### config.mk
export PLATFORM = sky130hd
export DESIGN_NAME = min_max_stretch_16_to_8_top_flat
export DESIGN_NICKNAME = d
export VERILOG_FILES = /design/src/mms_pkg.sv /design/src/mms_if.sv /design/src/mms_div.sv /design/src/min_max_stretch_16_to_8_top.sv /design/src/flat_wrapper.sv
export SDC_FILE = /design/constraint.sdc
export NUM_CORES = 1
export LEC_CHECK = 0
export BUFFER_PORTS_ARGS = -buffer_cell sky130_fd_sc_hd__buf_4
export CORE_ASPECT_RATIO = 1.5
export CORE_UTILIZATION = 60
export CTS_CLUSTER_DIAMETER = 30
export DETAILED_ROUTE_END_ITERATION = 8
export MAX_ROUTING_LAYER = met4
export PLACE_DENSITY = 0.75
export REMOVE_ABC_BUFFERS = 1
export SLEW_MARGIN = 20
export SYNTH_ARGS = -nofsm -noshare
export SYNTH_HDL_FRONTEND = slang
export SYNTH_HIERARCHICAL = 1
export SYNTH_SLANG_ARGS = --single-unit
### constraint.sdc
create_clock -name clock -period 4.65 [get_ports clock]
set_input_delay 0.465 -clock clock [delete_from_list [all_inputs] [get_ports clock]]
set_output_delay 0.465 -clock clock [all_outputs]
set_load 0.01 [all_outputs]
### src/mms_pkg.sv
// Shared types, constants and helpers for the 16-to-8 bit min/max contrast stretch.
// No dependencies; imported by mms_req_if, mms_rsp_if, the divider and top level.
package mms_pkg;

   localparam int PIX_W = 16;
   localparam int OUT_W = 8;

   localparam logic [PIX_W-1:0] MIN_RESET  = '1;
   localparam logic [PIX_W-1:0] MAX_RESET  = '0;
   localparam logic [OUT_W-1:0] FULL_SCALE = '1;
   localparam logic [OUT_W-1:0] ZERO_PIX   = '0;

   localparam logic REQ_MEASURE = 1'b0;
   localparam logic REQ_CONVERT = 1'b1;

   typedef enum logic [1:0] {
      ST_IDLE,
      ST_SCALE,
      ST_DIV,
      ST_DONE
   } state_type;

   typedef struct packed {
      logic             start;
      logic [PIX_W-1:0] delta;
      logic [PIX_W-1:0] span;
   } div_ctl_type;

   typedef struct packed {
      logic             done;
      logic [OUT_W-1:0] quotient;
   } div_sts_type;

   function automatic logic [PIX_W-1:0] assemble(input logic big_endian,
                                                 input logic [7:0] first_byte,
                                                 input logic [7:0] second_byte);
      logic [PIX_W-1:0] pix;
      begin
         pix = big_endian ? {first_byte, second_byte} : {second_byte, first_byte};
         return pix;
      end
   endfunction

endpackage

### src/mms_if.sv
// Valid/ready channel interfaces: request, response and control register write.
// Depends on mms_pkg for widths.
interface mms_req_if;
   import mms_pkg::*;
   logic       valid;
   logic       ready;
   logic       req_type;
   logic [7:0] first_byte;
   logic [7:0] second_byte;
   logic       last_in_pass;

   modport source (output valid, req_type, first_byte, second_byte, last_in_pass,
                   input ready);
   modport sink (input valid, req_type, first_byte, second_byte, last_in_pass,
                 output ready);
endinterface

interface mms_rsp_if;
   import mms_pkg::*;
   logic             valid;
   logic             ready;
   logic [OUT_W-1:0] stretched_pixel;

   modport source (output valid, stretched_pixel, input ready);
   modport sink (input valid, stretched_pixel, output ready);
endinterface

interface mms_csr_if;
   logic valid;
   logic ready;
   logic big_endian;

   modport source (output valid, big_endian, input ready);
   modport sink (input valid, big_endian, output ready);
endinterface

### src/mms_div.sv
// Restoring divider: (delta * 255) / span, one quotient bit per cycle, eight steps.
// Depends on mms_pkg; caller guarantees delta < span so the quotient fits 8 bits.
module mms_div (
   input  logic                 clock,
   input  logic                 reset,
   input  mms_pkg::div_ctl_type ctl,
   output mms_pkg::div_sts_type sts
);
   import mms_pkg::*;

   localparam int REM_W = PIX_W + OUT_W;
   localparam int DSR_W = PIX_W + OUT_W - 1;
   localparam int CNT_W = $clog2(OUT_W);

   logic [REM_W-1:0] rem_ff, rem_in;
   logic [DSR_W-1:0] dsr_ff, dsr_in;
   logic [OUT_W-1:0] quo_ff, quo_in;
   logic [CNT_W-1:0] cnt_ff, cnt_in;
   logic             busy_ff, busy_in;
   logic             done_ff, done_in;
   logic [REM_W:0]   diff;
   logic             fits;

   // one shared compare/subtract against the shifted divisor
   assign diff = {1'b0, rem_ff} - {2'b00, dsr_ff};
   assign fits = ~diff[REM_W];

   always_comb begin
      rem_in  = rem_ff;
      dsr_in  = dsr_ff;
      quo_in  = quo_ff;
      cnt_in  = cnt_ff;
      busy_in = busy_ff;
      done_in = 1'b0;
      if (ctl.start) begin
         // delta * 255 = (delta << 8) - delta
         rem_in  = {ctl.delta, {OUT_W{1'b0}}} - {{OUT_W{1'b0}}, ctl.delta};
         dsr_in  = {ctl.span, {(OUT_W-1){1'b0}}};
         cnt_in  = '1;
         busy_in = 1'b1;
      end else if (busy_ff) begin
         rem_in = fits ? diff[REM_W-1:0] : rem_ff;
         dsr_in = dsr_ff >> 1;
         quo_in = {quo_ff[OUT_W-2:0], fits};
         cnt_in = cnt_ff - 1'b1;
         if (cnt_ff == '0) begin
            busy_in = 1'b0;
            done_in = 1'b1;
         end
      end
   end

   always_ff @(posedge clock) begin
      rem_ff <= rem_in;
      dsr_ff <= dsr_in;
      quo_ff <= quo_in;
      cnt_ff <= cnt_in;
      if (reset) begin
         busy_ff <= 1'b0;
         done_ff <= 1'b0;
      end else begin
         busy_ff <= busy_in;
         done_ff <= done_in;
      end
   end

   assign sts.done     = done_ff;
   assign sts.quotient = quo_ff;

endmodule

### src/min_max_stretch_16_to_8_top.sv
// Min/max contrast stretch of 16-bit pixels to 8 bits. A measure request leaves the
// block idle and only updates the running minimum and maximum; it gives no response.
// A convert request gives one response, floor((pixel-min)*255/(max-min)), with 0 for
// an empty or zero range or a pixel at or below min, and 255 at or above max. A convert
// request occupies the block until its result is in the output register; saturated
// cases skip the eight-step restoring divider. A finished response sits in an output
// register, so the next request is taken while it waits. The last convert request of a
// pass returns min and max to their reset values. Byte order is set by big_endian.
module min_max_stretch_16_to_8_top (
   input logic   clock,
   input logic   reset,
   mms_req_if.sink   req_ch,
   mms_rsp_if.source rsp_ch,
   mms_csr_if.sink   csr_ch
);
   import mms_pkg::*;

   state_type        state_ff, state_in;
   logic             big_endian_ff;
   logic [PIX_W-1:0] min_ff, min_in;
   logic [PIX_W-1:0] max_ff, max_in;
   logic [PIX_W-1:0] pix_ff, pix_in;
   logic             last_ff, last_in;
   logic [OUT_W-1:0] res_ff, res_in;
   logic             rsp_valid_ff, rsp_valid_in;
   logic [OUT_W-1:0] rsp_pix_ff, rsp_pix_in;
   logic [PIX_W-1:0] req_pix;
   logic             req_fire;
   div_ctl_type      div_ctl;
   div_sts_type      div_sts;

   assign req_pix  = assemble(big_endian_ff, req_ch.first_byte, req_ch.second_byte);
   assign req_fire = req_ch.valid && req_ch.ready;

   always_comb begin
      state_in     = state_ff;
      min_in       = min_ff;
      max_in       = max_ff;
      pix_in       = pix_ff;
      last_in      = last_ff;
      res_in       = res_ff;
      rsp_valid_in = rsp_valid_ff;
      rsp_pix_in   = rsp_pix_ff;
      div_ctl.start = 1'b0;
      div_ctl.delta = pix_ff - min_ff;
      div_ctl.span  = max_ff - min_ff;
      req_ch.ready  = (state_ff == ST_IDLE);

      if (rsp_valid_ff && rsp_ch.ready) begin
         rsp_valid_in = 1'b0;
      end

      unique case (state_ff)
         ST_IDLE: begin
            if (req_fire) begin
               if (req_ch.req_type == REQ_CONVERT) begin
                  pix_in   = req_pix;
                  last_in  = req_ch.last_in_pass;
                  state_in = ST_SCALE;
               end else begin
                  if (req_pix < min_ff) min_in = req_pix;
                  if (req_pix > max_ff) max_in = req_pix;
               end
            end
         end
         ST_SCALE: begin
            // min/max are consumed here, so the end-of-pass reset can happen now
            if (last_ff) begin
               min_in = MIN_RESET;
               max_in = MAX_RESET;
            end
            priority if (max_ff <= min_ff || pix_ff <= min_ff) begin
               res_in   = ZERO_PIX;
               state_in = ST_DONE;
            end else if (pix_ff >= max_ff) begin
               res_in   = FULL_SCALE;
               state_in = ST_DONE;
            end else begin
               div_ctl.start = 1'b1;
               state_in      = ST_DIV;
            end
         end
         ST_DIV: begin
            if (div_sts.done) begin
               res_in   = div_sts.quotient;
               state_in = ST_DONE;
            end
         end
         ST_DONE: begin
            if (!rsp_valid_ff || rsp_ch.ready) begin
               rsp_pix_in   = res_ff;
               rsp_valid_in = 1'b1;
               state_in     = ST_IDLE;
            end
         end
         default: state_in = ST_IDLE;
      endcase
   end

   always_ff @(posedge clock) begin
      pix_ff     <= pix_in;
      last_ff    <= last_in;
      res_ff     <= res_in;
      rsp_pix_ff <= rsp_pix_in;
      if (reset) begin
         state_ff      <= ST_IDLE;
         big_endian_ff <= 1'b0;
         min_ff        <= MIN_RESET;
         max_ff        <= MAX_RESET;
         rsp_valid_ff  <= 1'b0;
      end else begin
         state_ff     <= state_in;
         min_ff       <= min_in;
         max_ff       <= max_in;
         rsp_valid_ff <= rsp_valid_in;
         if (csr_ch.valid && csr_ch.ready) begin
            big_endian_ff <= csr_ch.big_endian;
         end
      end
   end

   mms_div u_div (
      .clock (clock),
      .reset (reset),
      .ctl   (div_ctl),
      .sts   (div_sts)
   );

   assign csr_ch.ready           = 1'b1;
   assign rsp_ch.valid           = rsp_valid_ff;
   assign rsp_ch.stretched_pixel = rsp_pix_ff;

endmodule

### src/flat_wrapper.sv
// flat-port wrapper written by rule: the top's interface ports become plain ports
module min_max_stretch_16_to_8_top_flat import mms_pkg::*;
  (clock, reset, req_ch_valid, req_ch_req_type, req_ch_first_byte, req_ch_second_byte, req_ch_last_in_pass, req_ch_ready, rsp_ch_valid, rsp_ch_stretched_pixel, rsp_ch_ready, csr_ch_valid, csr_ch_big_endian, csr_ch_ready);
  mms_req_if req_ch_i ();
  mms_rsp_if rsp_ch_i ();
  mms_csr_if csr_ch_i ();
  input logic clock;
  input logic reset;
  input wire logic [$bits(req_ch_i.valid)-1:0] req_ch_valid;
  input wire logic [$bits(req_ch_i.req_type)-1:0] req_ch_req_type;
  input wire logic [$bits(req_ch_i.first_byte)-1:0] req_ch_first_byte;
  input wire logic [$bits(req_ch_i.second_byte)-1:0] req_ch_second_byte;
  input wire logic [$bits(req_ch_i.last_in_pass)-1:0] req_ch_last_in_pass;
  output wire logic [$bits(req_ch_i.ready)-1:0] req_ch_ready;
  output wire logic [$bits(rsp_ch_i.valid)-1:0] rsp_ch_valid;
  output wire logic [$bits(rsp_ch_i.stretched_pixel)-1:0] rsp_ch_stretched_pixel;
  input wire logic [$bits(rsp_ch_i.ready)-1:0] rsp_ch_ready;
  input wire logic [$bits(csr_ch_i.valid)-1:0] csr_ch_valid;
  input wire logic [$bits(csr_ch_i.big_endian)-1:0] csr_ch_big_endian;
  output wire logic [$bits(csr_ch_i.ready)-1:0] csr_ch_ready;
  assign req_ch_i.valid = req_ch_valid;
  assign req_ch_i.req_type = req_ch_req_type;
  assign req_ch_i.first_byte = req_ch_first_byte;
  assign req_ch_i.second_byte = req_ch_second_byte;
  assign req_ch_i.last_in_pass = req_ch_last_in_pass;
  assign req_ch_ready = req_ch_i.ready;
  assign rsp_ch_valid = rsp_ch_i.valid;
  assign rsp_ch_stretched_pixel = rsp_ch_i.stretched_pixel;
  assign rsp_ch_i.ready = rsp_ch_ready;
  assign csr_ch_i.valid = csr_ch_valid;
  assign csr_ch_i.big_endian = csr_ch_big_endian;
  assign csr_ch_ready = csr_ch_i.ready;
  min_max_stretch_16_to_8_top u_core (.clock(clock), .reset(reset), .req_ch(req_ch_i), .rsp_ch(rsp_ch_i), .csr_ch(csr_ch_i));
endmodule
## After elaboration in Yosys (flattened, before gate mapping)

Cells that the tools add are included.

| word-level totals | value |
|---|---|
| output and inout port bits | 11 |
| bits in registers | 129 |
| bits of input ports | 24 |

| operators by class | value |
|---|---|
| reduce and logical (&&, ||, !) cells | 19 |
| mux-type cells | 37 |
| add/subtract/negate cells | 5 |
| $lt $le $gt $ge | 5 |
| bitwise operators | 3 |
| equal/unequal tests | 13 |

Operators with widths:

| operator | number |
|---|---|
| 2-to-1 mux 16 bit | 9 |
| 2-to-1 mux 24 bit | 3 |
| one-hot mux 16 bit (2 select lines) | 2 |
| 2-to-1 mux 23 bit | 2 |
| less-or-equal comparator 16 bit | 2 |
| subtractor 16 bit | 2 |
| subtractor 24 x 23 -> 25 bit | 1 |
| 2-to-1 mux 8 bit | 3 |
| subtractor 24 x 16 -> 24 bit | 1 |
| greater-or-equal comparator 16 bit | 1 |
| greater-than comparator 16 bit | 1 |
| < comparator 16 bit | 1 |
| one-hot mux 8 bit (2 select lines) | 1 |
| != test 2 bit, second input constant | 6 |
| 2-to-1 mux 1 bit | 11 |
| 2-to-1 mux 2 bit | 5 |
| AND reduction 5 bit | 2 |
| one-hot mux 2 bit (4 select lines) | 1 |
| != test 2 x 1 -> 1 bit, second input constant | 3 |
| AND reduction 2 bit | 3 |
| AND reduction 3 bit | 2 |
| nonzero test 2 bit | 3 |
| equality test 2 bit, second input constant | 2 |
| AND reduction 4 bit | 1 |
| 10 further kinds | 14 |

## Longest topological paths before layout

Gate-level depths: netlist (run 1).

| depth | value |
|---|---|
| depth after elaboration | 6 |
| gate-level depth with buffers | 18 |

## Cells and area by module

The synthesis (run 1) kept the hierarchy.

Modules (own cells, without submodules):

| module | area an instance (um^2) | seq. area each (um^2) | instances | cells each |
|---|---|---|---|---|
| min_max_stretch_16_to_8_top | 5480.3 | 1711.6 | 1 | 585 |
| mms_div | 4301.6 | 1681.6 | 1 | 470 |

## Least setup slack after synthesis (run 1)

No wires, ideal clock.

| timing | value |
|---|---|
| path type | reg-to-reg |
| start | reg u_core.min_ff[5] |
| end | reg u_core.u_div.rem_ff[20], data pin |
| data arrival time | 3651 ps |
| stages on the path, launching flop included | 19 |
| slack | 731 ps |
| path buffers | 1 |
| cell sequence | dfxtp_1 -> inv_1 -> ha_1 -> clkbuf_1 -> a21oi_1 -> o21bai_1 -> a221oi_2 -> nor2_1 -> o41ai_1 -> xnor2_1 -> inv_1 -> ha_1 -> a21o_1 -> a21oi_1 -> nor2b_1 -> a22oi_1 -> or3_1 -> nand3_1 -> o21ai_0 |

RTL lines:

| item | line | source |
|---|---|---|
| from (decl) | min_max_stretch_16_to_8_top.sv:20 | `logic [PIX_W-1:0] min_ff, min_in;` |
| from (signal assigned) | min_max_stretch_16_to_8_top.sv:113 | `min_ff <= min_in;` |
| to (signal assigned) | mms_div.sv:54 | `rem_ff <= rem_in;` |
| to (decl) | mms_div.sv:15 | `logic [REM_W-1:0] rem_ff, rem_in;` |

==> results of run 1 <==
metrics by stage:
step | power [W] | util [%]
detailed placement | 0.00466 | 64.4
CTS | 0.00606 | 68.2
global placement | 0.00460 | 64.4
floorplan | 0.00390 | -
finish | 0.00609 | 68.2
global route | 0.00651 | 68.2
worst max-delay path by stage:
stage / depth (start not counted) / startpoint / slack [ns] / to
after floorplan: 10 / u_core/max_ff[0]$_SDFFE_PP0P_ / -2.19 / u_core/u_div/dsr_ff[21]$_DFFE_PP_
after global placement: 17 / u_core/min_ff[5]$_SDFFE_PP1P_ / 0.47 / u_core/u_div/rem_ff[20]$_DFFE_PP_
after detailed placement: 17 / u_core/min_ff[5]$_SDFFE_PP1P_ / 0.37 / u_core/u_div/rem_ff[20]$_DFFE_PP_
after CTS: 17 / u_core/min_ff[5]$_SDFFE_PP1P_ / 0.34 / u_core/u_div/rem_ff[20]$_DFFE_PP_
after global routing: 18 / u_core/pix_ff[0]$_DFFE_PP_ / 0.07 / u_core/u_div/rem_ff[22]$_DFFE_PP_
final: 17 / u_core/min_ff[5]$_SDFFE_PP1P_ / 0.34 / u_core/u_div/rem_ff[20]$_DFFE_PP_
worst register-to-register path: stages (launching register included):
cell	delay [ns]
dfxtp_1	0.34
inv_1	0.09
ha_1	0.39
a21oi_1	0.24
o21bai_1	0.10
a221oi_2	0.45
nor2_1	0.11
o41ai_1	0.40
xnor2_1	0.22
inv_1	0.10
ha_1	0.35
a21o_1	0.21
a21oi_2	0.26
nor2b_1	0.18
a22oi_1	0.11
or3_1	0.33
nand3_1	0.08
o21ai_0	0.08
power by group:
group / leakage [nW] / internal (W) / switching (W)
sequential: 1.14 / 0.00141 / 0.000116
combinational: 3.29 / 0.00128 / 0.00192
clock: 0.289 / 0.000809 / 0.000557
total: 4.71 / 0.00349 / 0.00260
synth_stat cells (all sizes together) (6+ instances only):
cell	count
ha	117
nor3b	6
xor2	22
dfxtp	48
nor2	87
o21ai	61
inv	93
edfxtp	81
a211oi	6
mux2	16
o211ai	10
o21a	9
mux2i	44
o21bai	7
a21oi	66
buf	11
xnor2	42
clkbuf	22
nand2	100
nand4	17
a21o	42
nor3	13
nand2b	28
nand3	18
nor2b	11
cell type report:
cell class | count | area [µm²]
Fill cell | 1288 | 5010
Inverter | 93 | 349
Multi-Input combinational cell | 797 | 5840
Sequential cell | 129 | 3390
Tap cell | 203 | 254
Clock inverter | 14 | 173
Clock buffer | 18 | 429
Timing Repair Buffer | 41 | 320
per-layer routing:
layer / routed length (µm) / up-vias / part of all wire, % / GRT usage [%]
met2: 11600 / 179 / 51 / 50.8
met3: 672 / 70 / 3.0 / 4.01
met4: 1040 / 0 / 4.6 / 16.5
met5: 0 / - / 0 / -
met1: 9350 / 3649 / 41 / 31.5
li1: - / 3836 / - / -
cells by family after synthesis:
logic type / Yosys count / synth area share (%)
AO/OA/AOI/OAI: 247 / 16.8
other: 1 / 0.0383
XOR/XNOR: 64 / 5.73
flip-flops: 129 / 34.7
adder cells (fa/ha/maj): 120 / 15.6
AND/OR/NAND/NOR: 305 / 15.1
multiplexers: 60 / 6.34
buffers and inverters: 129 / 5.76
state kept, by name (all words and copies together), names as in the netlist:
name / cells
u_core/rsp_ch.stretched_pixel: 8
u_core/pix_ff: 16
u_core/last_ff: 1
u_core/rsp_ch.valid: 1
u_core/u_div/quo_ff: 8
u_core/min_ff: 16
u_core/u_div/done_ff: 1
u_core/u_div/busy_ff: 1
u_core/u_div/rem_ff: 24
u_core/res_ff: 8
u_core/state_ff: 2
u_core/u_div/cnt_ff: 3
u_core/u_div/dsr_ff: 23
u_core/max_ff: 16
u_core/big_endian_ff: 1
==> summary.md, run 1 <==
| Metric | Value |
|---|---|
| Outcome | complete, no violations |
| Clock Tree Buf Depth | 2 |
| Area after DPL | approximately 10,000 µm² |
| Min-delay src | req_ch_last_in_pass |
| Setup crit end kind | flop |
| PortBufs | 33 |
| Non-filler instance count after layout | 1,295 |
| ANT cells | 0 |
| Share of post-route cells with drive strength above 1 | approximately a tenth |
| CTS Buf Count | 17 |
| Critical path's largest stage delay | between 0.4 and 0.5 ns |
| Via count | between 7,000 and 8,000 |
| Synth cell types | 81 |
| Drt first pass iters | 5 |
| Crit path max-delay family | compound AO/OA/AOI/OAI gates |
| Reg2reg setup slack | ~0.34 ns |
| Worst EP required | 4.82 ns |
| Arrival @ worst endpoint | 4.48 ns |
| Die Width | approximately 110 µm |
| DRT iter0 DRCs | 272 |
| Main synth FF type | edfxtp_1 |
| DP Wirelength | between 15 and 20 mm |
| Endpoints failing hold | 0 |
| GP Congestion | a little under 1 |
| GRT Util Overall | between 20% and 30% |
| Placed insts | between 1,000 and 1,500 |
| Ports | 35 |
| Routed vias/inst | between 5 and 6 |
| Grt ovf | 0 |
| Crit path launch type | flop |
| DIE HEIGHT | 158 µm |
| Synthesized area | slightly below 10,000 µm² |
| Critical path class | flop to flop |
| WHS | 0.213 ns |
| Crit path cell chain | inv_1, ha_1, a21oi_1, o21bai_1, a221oi_2, nor2_1, o41ai_1, xnor2_1, inv_1, ha_1, a21o_1, a21oi_2, nor2b_1, a22oi_1, or3_1, nand3_1, o21ai_0 |
| Vias in the first global route | roughly 7,700 |
| Clock latency on the worst-skew pair | roughly 0.42 ns |
| Endpoint, Worst Hold | u_core/last_ff$_DFFE_PP_ |
| Setup TNS Final | 0 ns |
| Rows | 56 |
| Die footprint | roughly 17,000 µm² |
| Worst-margin pin slew | 1.14 ns |
| Initial antenna violation count | 0 |
| Crit path time final | 4.31 ns |
| Top post-synthesis cells by area | edfxtp_1 25%, ha_1 15%, dfxtp_1 9.8% |
| Initial core utilization | 62.0% |
| First-pass GRT wire length | ~37 mm |
| Most common cell after layout, fill and taps aside | ha_1 |
| Worst rel slew slack | 23.8% |
| Largest net degree at the start of global routing | 41 |
| CP Buf/Inv Count | 2 |
| Reg2reg start | u_core/min_ff[5]$_SDFFE_PP1P_ |
| RR Endpoint | u_core/u_div/rem_ff[20]$_DFFE_PP_ |
| WHS Path Cells | 1 |
| CTS root buffer | clkbuf_16 |
| Routed wire per std cell | about 17 µm |
| Fraction of registers with async set/reset | 0% |
| Seq cells post-synth | about 130 |
| Final setup fails | 0 |
| Final Cell Area | roughly 11,000 µm² |
| Hold WC Path Type | input pin to flop |
| Largest fanout on the critical path | 7 |
| CTS clk-pin slew, worst paths | around 0.06 ns |
| CTS Hold Bufs | 0 |
| Std-Cell Core Area | roughly 16,000 µm² |
| Synth top area share | 24.9% |
| EDFF count, synth | between 80 and 90 |
| Nets@finish | around 1,200 |
| Remaining DRCs | 0 |
| Slowest CP cell | a221oi_2 |
| Reg2Reg Depth | 17 |
| Clock Sinks | between 100 and 150 |
| Post-Place Worst Slack | between 0.3 and 0.4 ns |
| Antenna-violating nets left | 0 |
| Pwr/cell area | between 500 and 600 nW/µm² |
| Max Fclk | between 200 and 250 MHz |
| Leakage | about 4.7 nW |
| Final Cycle Share | just over 90% |
| Synth Warn # | 6 |
| Postcts setup bufs | 0 |
| Cell count after synthesis | 1,055 |
| Clk_skew | 0.00797 ns |
| Post-route setup slack | 0.340 ns |
| Max Cap Viol | 0 |
| Routed WL | 22.6 mm |
| Layout area overhead | 9.96% |
| Largest area contributor in the netlist | edfxtp_1 |
| CTS H-tree depth | 4 |
| CTS tree | built |
| Most frequent cells in the layout | 117 x ha_1, 100 x nand2_1, 93 x inv_1 |
| Post_cts resized | 0 |
| Sequential area share after synthesis | a little over a third |
| Mean post-synth cell area | 9.27 µm² |
| Max-slew violation count | 0 |
| Max IR drop VDD | between 0.3 and 0.4 mV |
| RSZ-0062 raised after global routing | no |
Note: power is estimated with default switching activity, not from simulation.
==> inputs of run 2 (changes only) <==
--- a/config.mk
+++ b/config.mk
@@ -10,7 +10,6 @@
 export CORE_UTILIZATION = 60
 export CTS_CLUSTER_DIAMETER = 30
 export DETAILED_ROUTE_END_ITERATION = 8
-export MAX_ROUTING_LAYER = met4
 export PLACE_DENSITY = 0.75
 export REMOVE_ABC_BUFFERS = 1
 export SLEW_MARGIN = 20
==> run 2 against run 1 <==
First-iteration DRC count rose by 25%. Fmax rose by 0.53%. Die area did not move. Design area fell by 0.19%. Register-to-register slack improved by 0.02 ns. Critical path type unchanged. Via count rose by 2.6%. Combinational power barely moved. Count of clock-buffer cells in the layout fell by 1. Critical path depth did not move. Core utilization fell by 0.13 points. Total power fell by 0.40%.
==> summary.md, run 2 (synthesized netlist as in run 1, its figures left out) <==
| Metric | Value |
|---|---|
| Max Fclk | 233 MHz (+0.53%) |
| CTS root buffer | clkbuf_16 |
| Net Switching | 0.00266 W (+2.7%) |
| Area occupied by multi-input gates | 5850 µm² (+0.13%) |
| Worst-margin pin slew | 1.03 ns (-0.113 ns) |
| RR Endpoint | u_core/u_div/rem_ff[20]$_DFFE_PP_ |
| Worst rel slew slack | 31.6% (+7.8 points) |
| ANT cells | 0 (unchanged) |
| Std-Cell Core Area | 15,800 µm² (unchanged) |
| Rows | 56 (unchanged) |
| Setup crit end kind | flop |
| Leakage | 4.70 nW (-0.27%) |
| First-pass GRT wire length | 37.4 mm (+1.8%) |
| Slowest CP cell | a221oi_2 |
| RSZ-0062 raised after global routing | no |
| Power Internal | 0.00340 W (-2.7%) |
| Min-delay src | req_ch_last_in_pass |
| Pwr/cell area | 565 nW/µm² (-0.21%) |
| Grt ovf | 0 (unchanged) |
| Largest Register | u_core/u_div/rem_ff |
| Drt first pass iters | 5 (unchanged) |
| Crit path time final | 4.29 ns (-0.0228 ns) |
| Postcts setup bufs | 0 (unchanged) |
| Arrival @ worst endpoint | 4.45 ns (-0.03 ns) |
| DIE HEIGHT | 158 µm (unchanged) |
| Share of total power in combinational logic | 53.2% (+0.6 points) |
| Reg2Reg Depth | 17 (unchanged) |
| DRT iter0 DRCs | 341 (+25%) |
| Setup TNS Final | 0 ns (unchanged) |
| Via count | 7,938 (+2.6%) |
| GP Congestion | 0.969 (-1.6%) |
| Ports | 35 (unchanged) |
| Clock Sinks | 129 (unchanged) |
| Remaining DRCs | 0 (unchanged) |
| Layout area overhead | 9.76% |
| Final Cycle Share | 92.2% (-0.49 points) |
| PortBufs | 33 (unchanged) |
| Routed vias/inst | 6.14 (+2.8%) |
| Endpoint, Worst Hold | u_core/last_ff$_DFFE_PP_ |
| Max Cap Viol | 0 (unchanged) |
| Crit path cell chain | inv_1, ha_1, a21oi_1, o21bai_1, a221oi_2, nor2_1, o41ai_1, xnor2_1, inv_1, ha_1, a21o_1, a21oi_2, nor2b_1, a22oi_1, or3_1, nand3_1, o21ai_0 |
| CTS Hold Bufs | 0 (unchanged) |
| WHS Path Cells | 1 (unchanged) |
| Biggest regs | u_core/u_div/rem_ff x24, u_core/u_div/dsr_ff x23 |
| Max-slew violation count | 0 (unchanged) |
| GRT Util Overall | 28.8% (-0.21 points) |
| Clk_skew | 0.0157 ns (+0.00770 ns) |
| DP Wirelength | 17.3 mm (+0.87%) |
| Critical path's largest stage delay | 0.46 ns (about the same) |
| FF/Latch Area | 3390 µm² (unchanged) |
| WHS | 0.215 ns (+0.00139 ns) |
| Reg2reg start | u_core/min_ff[5]$_SDFFE_PP1P_ |
| Clock latency on the worst-skew pair | 0.43 ns (about the same) |
| Outcome | complete, no violations |
| Final setup fails | 0 (unchanged) |
| Nets@finish | 1,221 (-0.16%) |
| Routed wire per std cell | 18.2 µm (+4.1%) |
| Antenna-violating nets left | 0 (unchanged) |
| Initial antenna violation count | 0 (unchanged) |
| Die footprint | 16,800 µm² (unchanged) |
| Clk pwr share | 21.8% (-0.7 points) |
| Reg2reg setup slack | 0.36 ns (+0.02 ns) |
| Crit path launch type | flop |
| Die Width | 106 µm (unchanged) |
| Max IR drop VDD | 0.340 mV (-6.7%) |
| Critical Path Start | u_core/min_ff[5]$_SDFFE_PP1P_ |
| Hold WC Path Type | input pin to flop |
| Worst EP required | 4.81 ns (about the same) |
| Fillers | 1,252 (-2.8%) |
| Routed WL | 23.5 mm (+3.9%) |
| Vias in the first global route | 7,672 (unchanged) |
| Largest fanout on the critical path | 7 (unchanged) |
| Critical path class | flop to flop |
| Most frequent cells in the layout | 117 x ha_1, 100 x nand2_1, 93 x inv_1 |
| Most common cell after layout, fill and taps aside | ha_1 |
| Net Sw Frac | 44.0% (+1.3 points) |
| CTS clk-pin slew, worst paths | 0.07 ns (about the same) |
| CTS tree | built |
| Endpoints failing hold | 0 (unchanged) |
| Share of post-route cells with drive strength above 1 | 9.82% (+0.11 points) |
| CTS Buf Count | 17 (unchanged) |
| Sequential Power Share | 25.0% (about the same) |
| CTS H-tree depth | 4 (unchanged) |
| Initial core utilization | 62.0% (unchanged) |
| Max reg flops | 24 (unchanged) |
| Largest net degree at the start of global routing | 70 (+71%) |
| Clock Tree Buf Depth | 2 (unchanged) |
run 2: cell count changes in the layout (fill, tap and decap cells not counted), moves of 2 or more:
| cell | before | now |
|---|---|---|
| clkinv_8 | 0 | 3 |
| bufinv_16 | 2 | 0 |
| clkinv_4 | 4 | 2 |
| buf_4 | 40 | 38 |
run 2: power groups by stage:
stage	sequential, W	combinational [W]	clock (W)
floorplan	0.00151	0.00239	0
global placement	0.00153	0.00306	0
detailed placement	0.00154	0.00311	0
CTS	0.00152	0.00316	0.00134
global route	0.00153	0.00352	0.00138
finish	0.00152	0.00322	0.00132
run 2: critical path, delay by kind of cell (launching register included):
| family | cells | cell delay (ns) |
|---|---|---|
| buffers and inverters | 2 | 0.19 |
| AND/OR/NAND/NOR | 4 | 0.70 |
| flip-flops | 1 | 0.33 |
| adder cells (fa/ha/maj) | 2 | 0.76 |
| AO/OA/AOI/OAI | 8 | 1.84 |
| XOR/XNOR | 1 | 0.22 |
run 2: layout make-up:
cell class	instances	area share (%)
timing repair buffer	39	2.84
sequential	129	31.6
tap	203	2.37
inverter	93	3.25
clock inverter	15	1.53
multi-input combinational	797	54.4
clock buffer	17	3.96
run 2: repair_timing:
item                                    4_1_cts  5_1_grt
endpoints found under the setup margin        0        1
hold endpoints to repair                      0        0
resized for setup                             0        1
run 2: how the worst max path moves through the flow:
stage,to,slack [ns],cells past startpoint
after global routing,u_core/u_div/rem_ff[20]$_DFFE_PP_,0.06,17
final,u_core/u_div/rem_ff[20]$_DFFE_PP_,0.36,17
after CTS,u_core/u_div/rem_ff[20]$_DFFE_PP_,0.32,17
after detailed placement,u_core/u_div/rem_ff[20]$_DFFE_PP_,0.36,17
after global placement,u_core/u_div/rem_ff[20]$_DFFE_PP_,0.48,17
after floorplan,u_core/u_div/dsr_ff[21]$_DFFE_PP_,-2.19,10
run 2: through the flow:
| stage | setup slack, ns | total power [W] | std cells | util, % | cell area, µm² |
|---|---|---|---|---|---|
| CTS | 0.323 | 0.00602 | 1293 | 68.0 | 10700 |
| global route | 0.0608 | 0.00644 | 1293 | 68.1 | 10700 |
| finish | 0.363 | 0.00606 | 1293 | 68.1 | 10700 |
| detailed placement | 0.360 | 0.00465 | 1261 | 64.3 | 10100 |
| floorplan | -2.19 | 0.00390 | 1019 | - | 9570 |
| global placement | 0.475 | 0.00459 | 1261 | 64.3 | 10100 |
run 2: layer usage:
layer	global-route usage (%)	share of wire [%]	vias to the layer above
li1	-	-	3835
met1	32.3	40	3795
met2	52.4	52	242
met3	3.64	3.6	66
met4	16.3	4.6	0
met5	0	0	-
